**src/rtl/hsv2rgb_pkg.sv**
```systemverilog
`timescale 1ns / 1ps
`default_nettype none

package hsv2rgb_pkg;

  // Field widths of the two channels.
  localparam int HUE_W = 15;
  localparam int PCT_W = 7;
  localparam int CH_W  = 8;

  // Arithmetic constants.
  localparam int SECTOR_DEG = 60;     // degrees per hue sector
  localparam int PCT_FULL   = 100;    // one hundred percent
  localparam int FULL_SCALE = 255;    // channel full scale
  localparam int PAIR_ODD   = 15;     // two sectors are PAIR_ODD << (frac bits + PAIR_SHIFT)
  localparam int PAIR_SHIFT = 3;

  // After the hue fraction bits are shifted out, the common denominator is
  // 10000 * 60. The scaled numerator always stays below 2**28, so one
  // reciprocal with a single correction step covers the whole range.
  localparam int DEN_RED     = 600000;
  localparam int NUM_W       = 28;
  localparam int RECIP       = 447;   // floor(2**28 / 600000)
  localparam int RECIP_W     = 9;
  localparam int QUOT_W      = 9;

  localparam int CHANNELS = 3;

  typedef struct packed {
    logic [HUE_W-1:0] hue;
    logic [PCT_W-1:0] saturation;
    logic [PCT_W-1:0] brightness;
  } hsv_t;

  typedef struct packed {
    logic [CH_W-1:0] red;
    logic [CH_W-1:0] green;
    logic [CH_W-1:0] blue;
  } rgb_t;

  typedef enum logic [2:0] {
    SEC_RED_YEL = 3'd0,
    SEC_YEL_GRN = 3'd1,
    SEC_GRN_CYN = 3'd2,
    SEC_CYN_BLU = 3'd3,
    SEC_BLU_MAG = 3'd4,
    SEC_MAG_RED = 3'd5
  } sector_t;

  // What a channel carries before the offset is added: zero, X or chroma.
  typedef enum logic [1:0] {
    ROLE_ZERO = 2'd0,
    ROLE_X    = 2'd1,
    ROLE_C    = 2'd2
  } role_t;

  // Index 0 is red, 1 is green, 2 is blue.
  typedef role_t [CHANNELS-1:0] role_set_t;

  function automatic role_set_t sector_roles(sector_t sec);
    role_set_t roles;
    unique case (sec)
      SEC_RED_YEL: roles = {ROLE_ZERO, ROLE_X,    ROLE_C};
      SEC_YEL_GRN: roles = {ROLE_ZERO, ROLE_C,    ROLE_X};
      SEC_GRN_CYN: roles = {ROLE_X,    ROLE_C,    ROLE_ZERO};
      SEC_CYN_BLU: roles = {ROLE_C,    ROLE_X,    ROLE_ZERO};
      SEC_BLU_MAG: roles = {ROLE_C,    ROLE_ZERO, ROLE_X};
      default:     roles = {ROLE_X,    ROLE_ZERO, ROLE_C};
    endcase
    return roles;
  endfunction

endpackage

`default_nettype wire

```
**src/rtl/hsv_to_rgb_converter.sv**
```systemverilog
`timescale 1ns / 1ps
`default_nettype none

// HSV to RGB converter.
// The input channel (in_valid, in_ready, in_data) takes one item per pixel: a hue in
// units of 1/2**HUE_FRAC_BITS degree, a saturation and a value in whole percent.
// The result channel (out_valid, out_ready, out_data) returns one item per input item,
// red, green and blue as floor(255 * (channel + m)), clamped to 0..255.
// The datapath is a nine-stage pipeline: an item passes stage registers 0 to 8 in order,
// and its result stays on out_data in the stage-8 register until out_ready takes it.
// One item enters every cycle while the receiver keeps out_ready high;
// the rate is set by the handshakes alone, as no state links one pixel to the next.
// Each stage has its own valid bit and loads whenever it is empty or the stage after it
// moves, so bubbles are squeezed out and the block keeps taking items while a result
// waits in the output register. When the receiver stalls, items pile up stage by stage
// and in_ready falls only once all nine stages hold an item; nothing is lost or repeated.
// A synchronous reset (rst_n low) empties the pipeline; results in flight are dropped.
module hsv_to_rgb_converter #(
  parameter int HUE_FRAC_BITS = 6
) (
  input  wire                 clk,
  input  wire                 rst_n,
  input  wire                 in_valid,
  output logic                in_ready,
  input  hsv2rgb_pkg::hsv_t   in_data,
  output logic                out_valid,
  input  wire                 out_ready,
  output hsv2rgb_pkg::rgb_t   out_data
);
  import hsv2rgb_pkg::*;

  localparam int F    = HUE_FRAC_BITS;
  localparam int P    = SECTOR_DEG * (2 ** F);        // hue units per sector
  localparam int P2   = 2 * P;
  localparam int AW   = $clog2(P + 1);                // position inside a sector pair
  localparam int DW   = (HUE_W > AW + 1) ? HUE_W : AW + 1;
  localparam int XW   = HUE_W - F - PAIR_SHIFT;       // hue in units of 2**(F+3)
  localparam int KX   = XW + 4;
  localparam int MX   = (2 ** KX) / PAIR_ODD;         // reciprocal of PAIR_ODD
  localparam int SAW  = PCT_W + AW;                   // saturation times position
  localparam int WSW  = PCT_W + AW + 2;               // signed channel weight
  localparam int VWW  = PCT_W + WSW - 1;              // value times weight
  localparam int TW   = VWW + CH_W;                   // times full scale
  localparam int NST  = 9;

  // Stage handshake: a stage loads when it is empty or its successor loads.
  logic [NST-1:0] vld_r;
  logic [NST-1:0] en;

  always_comb begin
    en[NST-1] = !vld_r[NST-1] || out_ready;
    for (int i = NST - 2; i >= 0; i--) begin
      en[i] = !vld_r[i] || en[i+1];
    end
  end

  assign in_ready  = en[0];
  assign out_valid = vld_r[NST-1];

  always_ff @(posedge clk) begin
    if (!rst_n) begin
      vld_r <= '0;
    end else begin
      if (en[0]) begin
        vld_r[0] <= in_valid;
      end
      for (int i = 1; i < NST; i++) begin
        if (en[i]) begin
          vld_r[i] <= vld_r[i-1];
        end
      end
    end
  end

  // Stage 0: estimate of hue / (2P) from a reciprocal multiply.
  logic [HUE_W-1:0]  h0_r;
  logic [PCT_W-1:0]  s0_r, v0_r;
  logic [XW-1:0]     qx0_r;
  logic [XW+KX-1:0]  xm_prod;

  assign xm_prod = (XW+KX)'(in_data.hue[HUE_W-1:F+PAIR_SHIFT]) * (XW+KX)'(MX);

  // Stage 1: the estimate is low by at most one; fix it up.
  logic [HUE_W-1:0]  h1_r;
  logic [PCT_W-1:0]  s1_r, v1_r;
  logic [XW-1:0]     q1_r;
  logic [XW+3:0]     q15;
  logic [XW+3:0]     xrem;
  logic [XW-1:0]     q1_nxt;

  always_comb begin
    q15    = (XW+4)'(qx0_r) * (XW+4)'(PAIR_ODD);
    xrem   = (XW+4)'(h0_r[HUE_W-1:F+PAIR_SHIFT]) - q15;
    q1_nxt = qx0_r + XW'(xrem >= (XW+4)'(PAIR_ODD));
  end

  // Stage 2: remainder within the sector pair, position a = P - |r2 - P|,
  // and the sector. Hue beyond the last sector keeps the last sector.
  logic [AW-1:0]     a2_r;
  sector_t           sec2_r;
  logic [PCT_W-1:0]  s2_r, v2_r;
  logic [XW+3:0]     q15b;
  logic [HUE_W+3:0]  q2p;
  logic [DW-1:0]     r2;
  logic              upper;
  logic [AW-1:0]     a2_nxt;
  sector_t           sec2_nxt;

  always_comb begin
    q15b   = (XW+4)'(q1_r) * (XW+4)'(PAIR_ODD);
    q2p    = {q15b, {(F + PAIR_SHIFT){1'b0}}};
    r2     = DW'(h1_r - q2p[HUE_W-1:0]);
    upper  = r2 >= DW'(P);
    a2_nxt = upper ? AW'(DW'(P2) - r2) : AW'(r2);
    if (q1_r >= XW'(3)) begin
      sec2_nxt = SEC_MAG_RED;
    end else begin
      sec2_nxt = sector_t'({q1_r[1:0], upper});
    end
  end

  // Stage 3: each channel's position (0, a or P) times saturation, and the
  // shared offset term (100 - S) * P.
  logic [SAW-1:0]          sa3_r [CHANNELS];
  logic signed [WSW-1:0]   mterm3_r;
  logic [PCT_W-1:0]        v3_r;
  logic [SAW-1:0]          sa3_nxt [CHANNELS];
  logic signed [PCT_W:0]   msat;
  logic signed [WSW-1:0]   mterm3_nxt;
  role_set_t               roles;
  logic [AW-1:0]           a_sel;

  always_comb begin
    roles = sector_roles(sec2_r);
    for (int c = 0; c < CHANNELS; c++) begin
      unique case (roles[c])
        ROLE_C:  a_sel = AW'(P);
        ROLE_X:  a_sel = a2_r;
        default: a_sel = '0;
      endcase
      sa3_nxt[c] = SAW'(s2_r) * SAW'(a_sel);
    end
    msat       = $signed((PCT_W+1)'(PCT_FULL) - {1'b0, s2_r});
    mterm3_nxt = WSW'(msat) * WSW'(P);
  end

  // Stage 4: channel weight S*a + (100-S)*P, negative weights give zero.
  logic [WSW-2:0]        wp4_r [CHANNELS];
  logic [PCT_W-1:0]      v4_r;
  logic [WSW-2:0]        wp4_nxt [CHANNELS];
  logic signed [WSW-1:0] wsum;

  always_comb begin
    for (int c = 0; c < CHANNELS; c++) begin
      wsum       = $signed({2'b00, sa3_r[c]}) + mterm3_r;
      wp4_nxt[c] = wsum[WSW-1] ? '0 : wsum[WSW-2:0];
    end
  end

  // Stage 5: times value.
  logic [VWW-1:0] vw5_r [CHANNELS];

  // Stage 6: times full scale, fraction bits dropped.
  logic [NUM_W-1:0] y6_r [CHANNELS];
  logic [TW-1:0]    t6 [CHANNELS];

  always_comb begin
    for (int c = 0; c < CHANNELS; c++) begin
      t6[c] = TW'(vw5_r[c]) * TW'(FULL_SCALE);
    end
  end

  // Stage 7: quotient estimate by reciprocal.
  logic [NUM_W-1:0]          y7_r [CHANNELS];
  logic [QUOT_W-1:0]         qa7_r [CHANNELS];
  logic [NUM_W+RECIP_W-1:0]  yr_prod [CHANNELS];

  always_comb begin
    for (int c = 0; c < CHANNELS; c++) begin
      yr_prod[c] = (NUM_W+RECIP_W)'(y6_r[c]) * (NUM_W+RECIP_W)'(RECIP);
    end
  end

  // Stage 8: correct the quotient by one where needed and clamp to full scale.
  rgb_t              out_r;
  logic [CH_W-1:0]   chan_nxt [CHANNELS];
  logic [NUM_W-1:0]  qd [CHANNELS];
  logic [NUM_W-1:0]  yrem [CHANNELS];
  logic [QUOT_W:0]   qf [CHANNELS];

  always_comb begin
    for (int c = 0; c < CHANNELS; c++) begin
      qd[c]   = NUM_W'(qa7_r[c]) * NUM_W'(DEN_RED);
      yrem[c] = y7_r[c] - qd[c];
      qf[c]   = {1'b0, qa7_r[c]} + (QUOT_W+1)'(yrem[c] >= NUM_W'(DEN_RED));
      chan_nxt[c] = (qf[c] > (QUOT_W+1)'(FULL_SCALE)) ? CH_W'(FULL_SCALE)
                                                       : qf[c][CH_W-1:0];
    end
  end

  assign out_data = out_r;

  always_ff @(posedge clk) begin
    if (en[0]) begin
      h0_r  <= in_data.hue;
      s0_r  <= in_data.saturation;
      v0_r  <= in_data.brightness;
      qx0_r <= xm_prod[XW+KX-1:KX];
    end
    if (en[1]) begin
      h1_r <= h0_r;
      s1_r <= s0_r;
      v1_r <= v0_r;
      q1_r <= q1_nxt;
    end
    if (en[2]) begin
      a2_r   <= a2_nxt;
      sec2_r <= sec2_nxt;
      s2_r   <= s1_r;
      v2_r   <= v1_r;
    end
    if (en[3]) begin
      sa3_r    <= sa3_nxt;
      mterm3_r <= mterm3_nxt;
      v3_r     <= v2_r;
    end
    if (en[4]) begin
      wp4_r <= wp4_nxt;
      v4_r  <= v3_r;
    end
    for (int c = 0; c < CHANNELS; c++) begin
      if (en[5]) begin
        vw5_r[c] <= VWW'(v4_r) * VWW'(wp4_r[c]);
      end
      if (en[6]) begin
        y6_r[c] <= NUM_W'(t6[c] >> F);
      end
      if (en[7]) begin
        y7_r[c]  <= y6_r[c];
        qa7_r[c] <= yr_prod[c][NUM_W+RECIP_W-1:NUM_W];
      end
    end
    if (en[8]) begin
      out_r.red   <= chan_nxt[0];
      out_r.green <= chan_nxt[1];
      out_r.blue  <= chan_nxt[2];
    end
  end

endmodule

`default_nettype wire

```
**config.mk**
```make
export PLATFORM = sky130hd
export DESIGN_NAME = hsv_to_rgb_converter
export DESIGN_NICKNAME = d
export VERILOG_FILES = /design/src/rtl/hsv2rgb_pkg.sv /design/src/rtl/hsv_to_rgb_converter.sv
export SDC_FILE = /design/constraint.sdc
export NUM_CORES = 2
export LEC_CHECK = 0
export BUFFER_PORTS_ARGS = -buffer_cell sky130_fd_sc_hd__buf_2
export CAP_MARGIN = 20
export CORE_MARGIN = 2
export CORE_UTILIZATION = 50
export CTS_CLUSTER_DIAMETER = 30
export DETAILED_ROUTE_END_ITERATION = 8
export HOLD_SLACK_MARGIN = 0.1
export PLACE_DENSITY = 0.72
export SLEW_MARGIN = 20
export SYNTH_ARGS = -nofsm -noshare
export SYNTH_HDL_FRONTEND = slang
export SYNTH_SLANG_ARGS = --single-unit
export TNS_END_PERCENT = 20
```
**constraint.sdc**
```tcl
create_clock -name clk -period 11.67 [get_ports clk]
set_clock_uncertainty 0.2 [all_clocks]
set_input_delay 0.5835 -clock clk [delete_from_list [all_inputs] [get_ports clk]]
set_output_delay 0.5835 -clock clk [all_outputs]
set_load 0.01 [all_outputs]
```
After elaboration in Yosys (flattened, before gate mapping)
Memories as Yosys holds them, arrays and structs flattened.
Cells that the tools add are included.
Word-level totals
  word-level logic and storage cells: 119
  RAM bits: 276
  memories kept: 4
  input bits: 33
  register bits after elaboration: 273
  output and inout port bits: 26
Memory list
  y6_r: depth 3, width 28, read ports 3, clocked after Yosys merged registers in 0, wr ports 3, RTL line hsv_to_rgb_converter.sv:164  | logic [NUM_W-1:0] y6_r [CHANNELS];
  y7_r: depth 3, width 28, read ports 3, clocked after Yosys merged registers in 0, wr ports 3, RTL line hsv_to_rgb_converter.sv:174  | logic [NUM_W-1:0] y7_r [CHANNELS];
  vw5_r: depth 3, width 27, read ports 3, clocked after Yosys merged registers in 0, wr ports 3, RTL line hsv_to_rgb_converter.sv:161  | logic [VWW-1:0] vw5_r [CHANNELS];
  qa7_r: depth 3, width 9, read ports 3, clocked after Yosys merged registers in 0, wr ports 3, RTL line hsv_to_rgb_converter.sv:175  | logic [QUOT_W-1:0] qa7_r [CHANNELS];
Cells by class
  multiplexer cells: 11
  add/subtract/negate cells: 14
  reductions and logical operators: 19
  multipliers: 19
  equal/unequal tests: 10
  magnitude comparators: 9
Operators with widths (count)
  28-bit by 9-bit multiplier with 37-bit output (second input constant): 3
  27-bit by 8-bit multiplier with 34-bit output (second input constant): 3
  28-bit by 20-bit greater-or-equal comparator with 1-bit output (second input constant): 3
  28-bit subtractor: 3
  7-bit by 20-bit multiplier with 27-bit output: 3
  12-bit case mux with 2 select lines: 3
  9-bit by 14-bit multiplier with 22-bit output (second input constant): 3
  20-bit by 21-bit adder with 21-bit output: 3
  7-bit by 12-bit multiplier with 19-bit output: 3
  9-bit by 1-bit adder with 10-bit output: 3
  10-bit by 8-bit > comparator with 1-bit output (second input constant): 3
  6-bit case mux with 5 select lines: 1
  15-bit by 12-bit greater-or-equal comparator with 1-bit output (second input constant): 1
  15-bit subtractor: 1
  8-bit by 5-bit multiplier with 13-bit output (second input constant): 1
  12-bit two-way mux: 1
  12-bit subtractor (first input constant): 1
  6-bit by 5-bit multiplier with 11-bit output (second input constant): 1
  10-bit by 4-bit greater-or-equal comparator with 1-bit output (second input constant): 1
  1-bit logical NOT: 9
  1-bit logical OR: 9
  6-bit by 7-bit subtractor with 8-bit output: 1
  7-bit by 7-bit subtractor with 8-bit output (first input constant): 1
  3-bit by 4-bit multiplier with 7-bit output (second input constant): 1
  other kinds (10): 20

Logic depth before layout (Yosys ltp)
  depth after elaboration: 10
  depth in mapped cells: 37
  mapped depth without buffers: 36

Worst setup path before layout
Ideal clock, no wire load.
  path type: reg-to-reg
  start: mem qa7_r[0][6]
  end: reg out_r, in the netlist out_data[16], data pin
  stages on the path, launching flop included: 36
  path buffers: 0
  setup time: 0.270 ns
  data required time: 11.200 ns
  setup slack: 3.747 ns
  period minus slack after synthesis: 7.923 ns
  arrival: 7.453 ns
  cell sequence: edfxtp_1 fa_1 inv_1 fa_1 inv_1 fa_1 inv_1 fa_1 inv_1 ha_1 o21a_1 nor2_1 a21oi_1 a211o_1 o41a_1 a21oi_1 o21bai_1 a31oi_1 xor2_1 ha_1 inv_1 nor3_1 a21oi_1 o21ai_0 a311o_1 or4_1 nor4_2 nand4_1 ha_1 ha_1 and3_1 nand2_1 nor2_1 xor2_1 a21oi_1 nand2b_1
RTL lines
  start, declared: RTL line hsv_to_rgb_converter.sv:175
  end, declared: RTL line hsv_to_rgb_converter.sv:185  | rgb_t out_r;

==> reports/qor.json <==
{
  "dr.first_iter.drc_count": {"value": 2445},
  "critical_path.startpoint": {"value": "qa7_r[0][0]"},
  "clkLatencyLatePin": {"value": 770, "unit": "ps"},
  "finalHoldViolations": {"value": 0},
  "peak_freq": {"value": 113, "unit": "MHz"},
  "worstReg2RegStart": {"value": "qa7_r[0][0]"},
  "yosys.area.top_type": {"value": "fa_1"},
  "post_drt_via_cell_ratio": {"value": 5.16},
  "grt_antenna_before_repair": {"value": 1},
  "ctsHtreeMaxLevel": {"value": 4},
  "tritoncts": {"value": "done"},
  "grt_busiest_layer": {"value": "met2"},
  "yosysSeqAreaShare": {"value": 20.6, "unit": "%"},
  "grt_first_pass_wirelength": {"value": 256000, "unit": "um"},
  "synth_flop_cell": {"value": "edfxtp_1"},
  "start_kind": {"value": "flip-flop"},
  "fin_crit": {"value": 8870, "unit": "ps"},
  "n_antenna_cell": {"value": 0},
  "setup.worst_path.end_class": {"value": "flip-flop"},
  "grt_use_met1": {"value": 26.0, "unit": "%"},
  "die_outline_area": {"value": 157000, "unit": "um2"},
  "finalSetupViolations": {"value": 0},
  "critical_path_depth": {"value": 34},
  "timing.hold.worst.class": {"value": "flip-flop to flip-flop"},
  "fraction_of_synthesis_flops_using_an_asynchronous_set_or_reset_pin": {"value": 0, "unit": "%"},
  "cp_max_fo": {"value": 8},
  "grt_max_degree": {"value": 82},
  "horizontal_die_dimension": {"value": 396, "unit": "um"},
  "cp.required": {"value": 11940, "unit": "ps"},
  "via_count": {"value": 50174},
  "number_of_enable_type_register_cells_in_the_synthesized_netlist": {"value": 520},
  "cp_num_buf_inv": {"value": 2},
  "cp_common_cell": {"value": "ha_1"},
  "yosys_warnings": {"value": 0},
  "synth.avg_cell_area": {"value": 10.3, "unit": "um2"},
  "timing.max_cap.violations": {"value": 0},
  "grt_pass1_vias": {"value": 54713},
  "total_congestion_overflow": {"value": 0},
  "fp.coreArea": {"value": 152000, "unit": "um2"},
  "share_of_layout_cells_above_drive_strength_1": {"value": 4.42, "unit": "%"},
  "groute.layer.met3.usage": {"value": 2.67, "unit": "%"},
  "outcome": {"value": "completed"},
  "met2_usage": {"value": 33.1, "unit": "%"},
  "timing.critical_path.slowest_cell_delay": {"value": 590, "unit": "ps"},
  "post_synth_instance_area": {"value": 76800, "unit": "um2"},
  "net_count_after_synthesis": {"value": 9711},
  "regToRegEndpoint": {"value": "out_data[21]"},
  "synth_top_area_share": {"value": 33.2, "unit": "%"},
  "worst_path_dominant_cell_family": {"value": "adder cells"},
  "cp_data_arrival_time": {"value": 9140, "unit": "ps"},
  "clock_path_buffers": {"value": 3},
  "yosys.cell_types.count": {"value": 90},
  "route.detailed.drc": {"value": 0},
  "reg2reg_setup_slack": {"value": 2800, "unit": "ps"},
  "grt_use_total": {"value": 19.5, "unit": "%"},
  "synth_area_leaders": {"value": "fa_1, edfxtp_1, ha_1"},
  "cts_setup_buffers": {"value": 0},
  "cts-buffers-inserted": {"value": 132},
  "drt_pass_1_iters": {"value": 6},
  "critical-path-slowest-cell": {"value": "edfxtp_1"},
  "dp_hpwl": {"value": 119000, "unit": "um"},
  "clk_pin_slew_worst_paths": {"value": 50, "unit": "ps"},
  "floorplan.io_pins": {"value": 59},
  "drt-total-wl": {"value": 145000, "unit": "um"},
  "timing_max_transition_violations_final": {"value": 0},
  "synth-seq-cells": {"value": 529},
  "start_util": {"value": 50.4, "unit": "%"},
  "gp_congestion": {"value": 0.872},
  "wl_per_cell": {"value": 14.9, "unit": "um"},
  "worst-setup-path-type": {"value": "flip-flop to flip-flop"},
  "die_y": {"value": 396, "unit": "um"},
  "clock_sink_count": {"value": 529},
  "worst_r2r_path_depth": {"value": 34},
  "tightestPinTransition": {"value": 1060, "unit": "ps"},
  "num-nets-final": {"value": 9841},
  "count_of_mapped_cells_out_of_synthesis": {"value": 7461},
  "setup_repair_after_global_routing_missed_its_margin": {"value": "false"},
  "drt.antenna.violating_nets": {"value": 0},
  "clock_tree.root_cell": {"value": "clkbuf_16"},
  "areaGrowthSynthToFinish": {"value": 9.65, "unit": "%"},
  "std_cell_rows": {"value": 143},
  "number_of_i_o_port_buffers": {"value": 58},
  "timing.slew.headroom": {"value": 29.1, "unit": "%"},
  "critical_path.endpoint": {"value": "out_data[21]"},
  "setup_total_negative_slack": {"value": 0, "unit": "ps"},
  "min_period_over_period": {"value": 76.0, "unit": "%"}
}
## worst register-to-register path, delay by kind of cell (launching register included)
family	cells	cell delay, ps
compound gates	11	2280
buf+inv	2	100
simple gates	10	1960
xor+xnor	2	320
fa+ha+maj	9	3140
flops	1	590
## layer usage
layer,share of wire [%],vias to the layer above
li1,-,24123
met3,3.9,234
met1,46,24902
met5,0,-
met2,48,915
met4,2.4,0
## what timing repair did
action	in CTS	in global routing
resized for setup	0	0
hold buffers	33	0
hold endpoints to repair	41	0
## per-stage QoR
stage | hold slack, ps | cell area [um2] | setup WS [ps] | util, % | instances
after floorplan | 200 | 76800 | 3750 | - | 7461
after global placement | 201 | 79300 | 3000 | 52.1 | 9454
after detailed placement | 205 | 79300 | 2870 | 52.1 | 9454
after CTS | 215 | 84200 | 2830 | 55.3 | 9724
after global routing | 220 | 84200 | 2180 | 55.3 | 9724
final | 209 | 84200 | 2800 | 55.3 | 9724
## state kept, by name, summed over array words and instances, names as in the netlist, 7 cells and up
| signal | count |
|---|---|
| y6_r | 84 |
| vw5_r | 81 |
| y7_r | 66 |
| wp4_r | 60 |
| sa3_r | 57 |
| qa7_r | 27 |
| out_data | 24 |
| h0_r | 15 |
| h1_r | 15 |
| mterm3_r | 13 |
| a2_r | 12 |
| vld_r | 9 |
| s0_r | 7 |
| s1_r | 7 |
| s2_r | 7 |
| v0_r | 7 |
| v1_r | 7 |
| v2_r | 7 |
| v3_r | 7 |
| v4_r | 7 |
## how the worst min path moves through the flow
stage                  from       to  slack [ps]  depth (start not counted)
floorplan           h0_r[0]  h1_r[0]         200                          0
global placement    v2_r[0]  v3_r[0]         200                          0
detailed placement  h0_r[1]  h1_r[1]         200                          0
CTS                 s0_r[2]  s1_r[2]         210                          0
global route        h0_r[6]  h1_r[6]         220                          0
finish              h0_r[4]  h1_r[4]         210                          0
## synth_stat cells, types with 11 or more instances
| cell | number |
|---|---|
| nand2b_1 | 43 |
| nand4_1 | 19 |
| o2111ai_1 | 16 |
| or2_2 | 12 |
| and3_1 | 71 |
| clkbuf_1 | 118 |
| o211ai_1 | 15 |
| a21o_1 | 99 |
| nand3_1 | 90 |
| a21oi_1 | 268 |
| a31o_2 | 11 |
| xor2_1 | 140 |
| nand2_1 | 635 |
| o31ai_1 | 16 |
| a211oi_1 | 23 |
| nor2_1 | 292 |
| nand3b_1 | 11 |
| inv_1 | 1731 |
| or3_1 | 19 |
| ha_1 | 945 |
| fa_1 | 1272 |
| a21boi_0 | 14 |
| edfxtp_1 | 520 |
| nor2b_1 | 60 |
| o21ai_0 | 91 |
| nor3_1 | 113 |
| o21a_1 | 61 |
| a211o_1 | 15 |
| xnor2_1 | 233 |
| and2_1 | 200 |
| o21ai_1 | 40 |
| o21bai_1 | 50 |
| a31oi_1 | 33 |
## cell usage in the layout, fill, tap and decap left out, drive strengths merged, types with 18 or more instances in the layout
cell and count:
clkbuf 144, nand4 19, clkinvlp 18, ha 945, inv 1741, o21bai 50, nor2 292, nor2b 60
or3 19, xnor2 233, o21a 61, a21o 99, fa 1272, edfxtp 520, nand2 635, clkinv 51
dlygate4sd3 33, xor2 140, and2 202, a211oi 25, a21oi 271, nand2b 43, o21ai 132, a31oi 34
a21boi 22, nor3 113, nand3 90, buf 83, and3 71
## final cells by class
class / count / area (um2)
fill: 12693 / 68100
sequential: 529 / 15800
clock inverter: 93 / 1130
multi-input combinational: 5080 / 54000
timing repair buffer: 116 / 808
tap: 2030 / 2540
clock buffer: 144 / 3370
inverter: 1732 / 6500
## cells by family after synthesis
| family | Yosys count | share of synthesized area, % |
|---|---|---|
| adders and majority gates | 2217 | 48.6 |
| buffers and inverters | 1852 | 9.07 |
| and+or+nand+nor | 1620 | 9.99 |
| AOI/OAI and AO/OA | 865 | 7.46 |
| DFF | 529 | 20.6 |
| xor gates and xnor gates | 373 | 4.26 |
| muxes | 5 | 0.0685 |
Power is left out: the tool's default activity adds up to more than one toggle a clock period on the data nets, which glitch-free logic cannot reach.
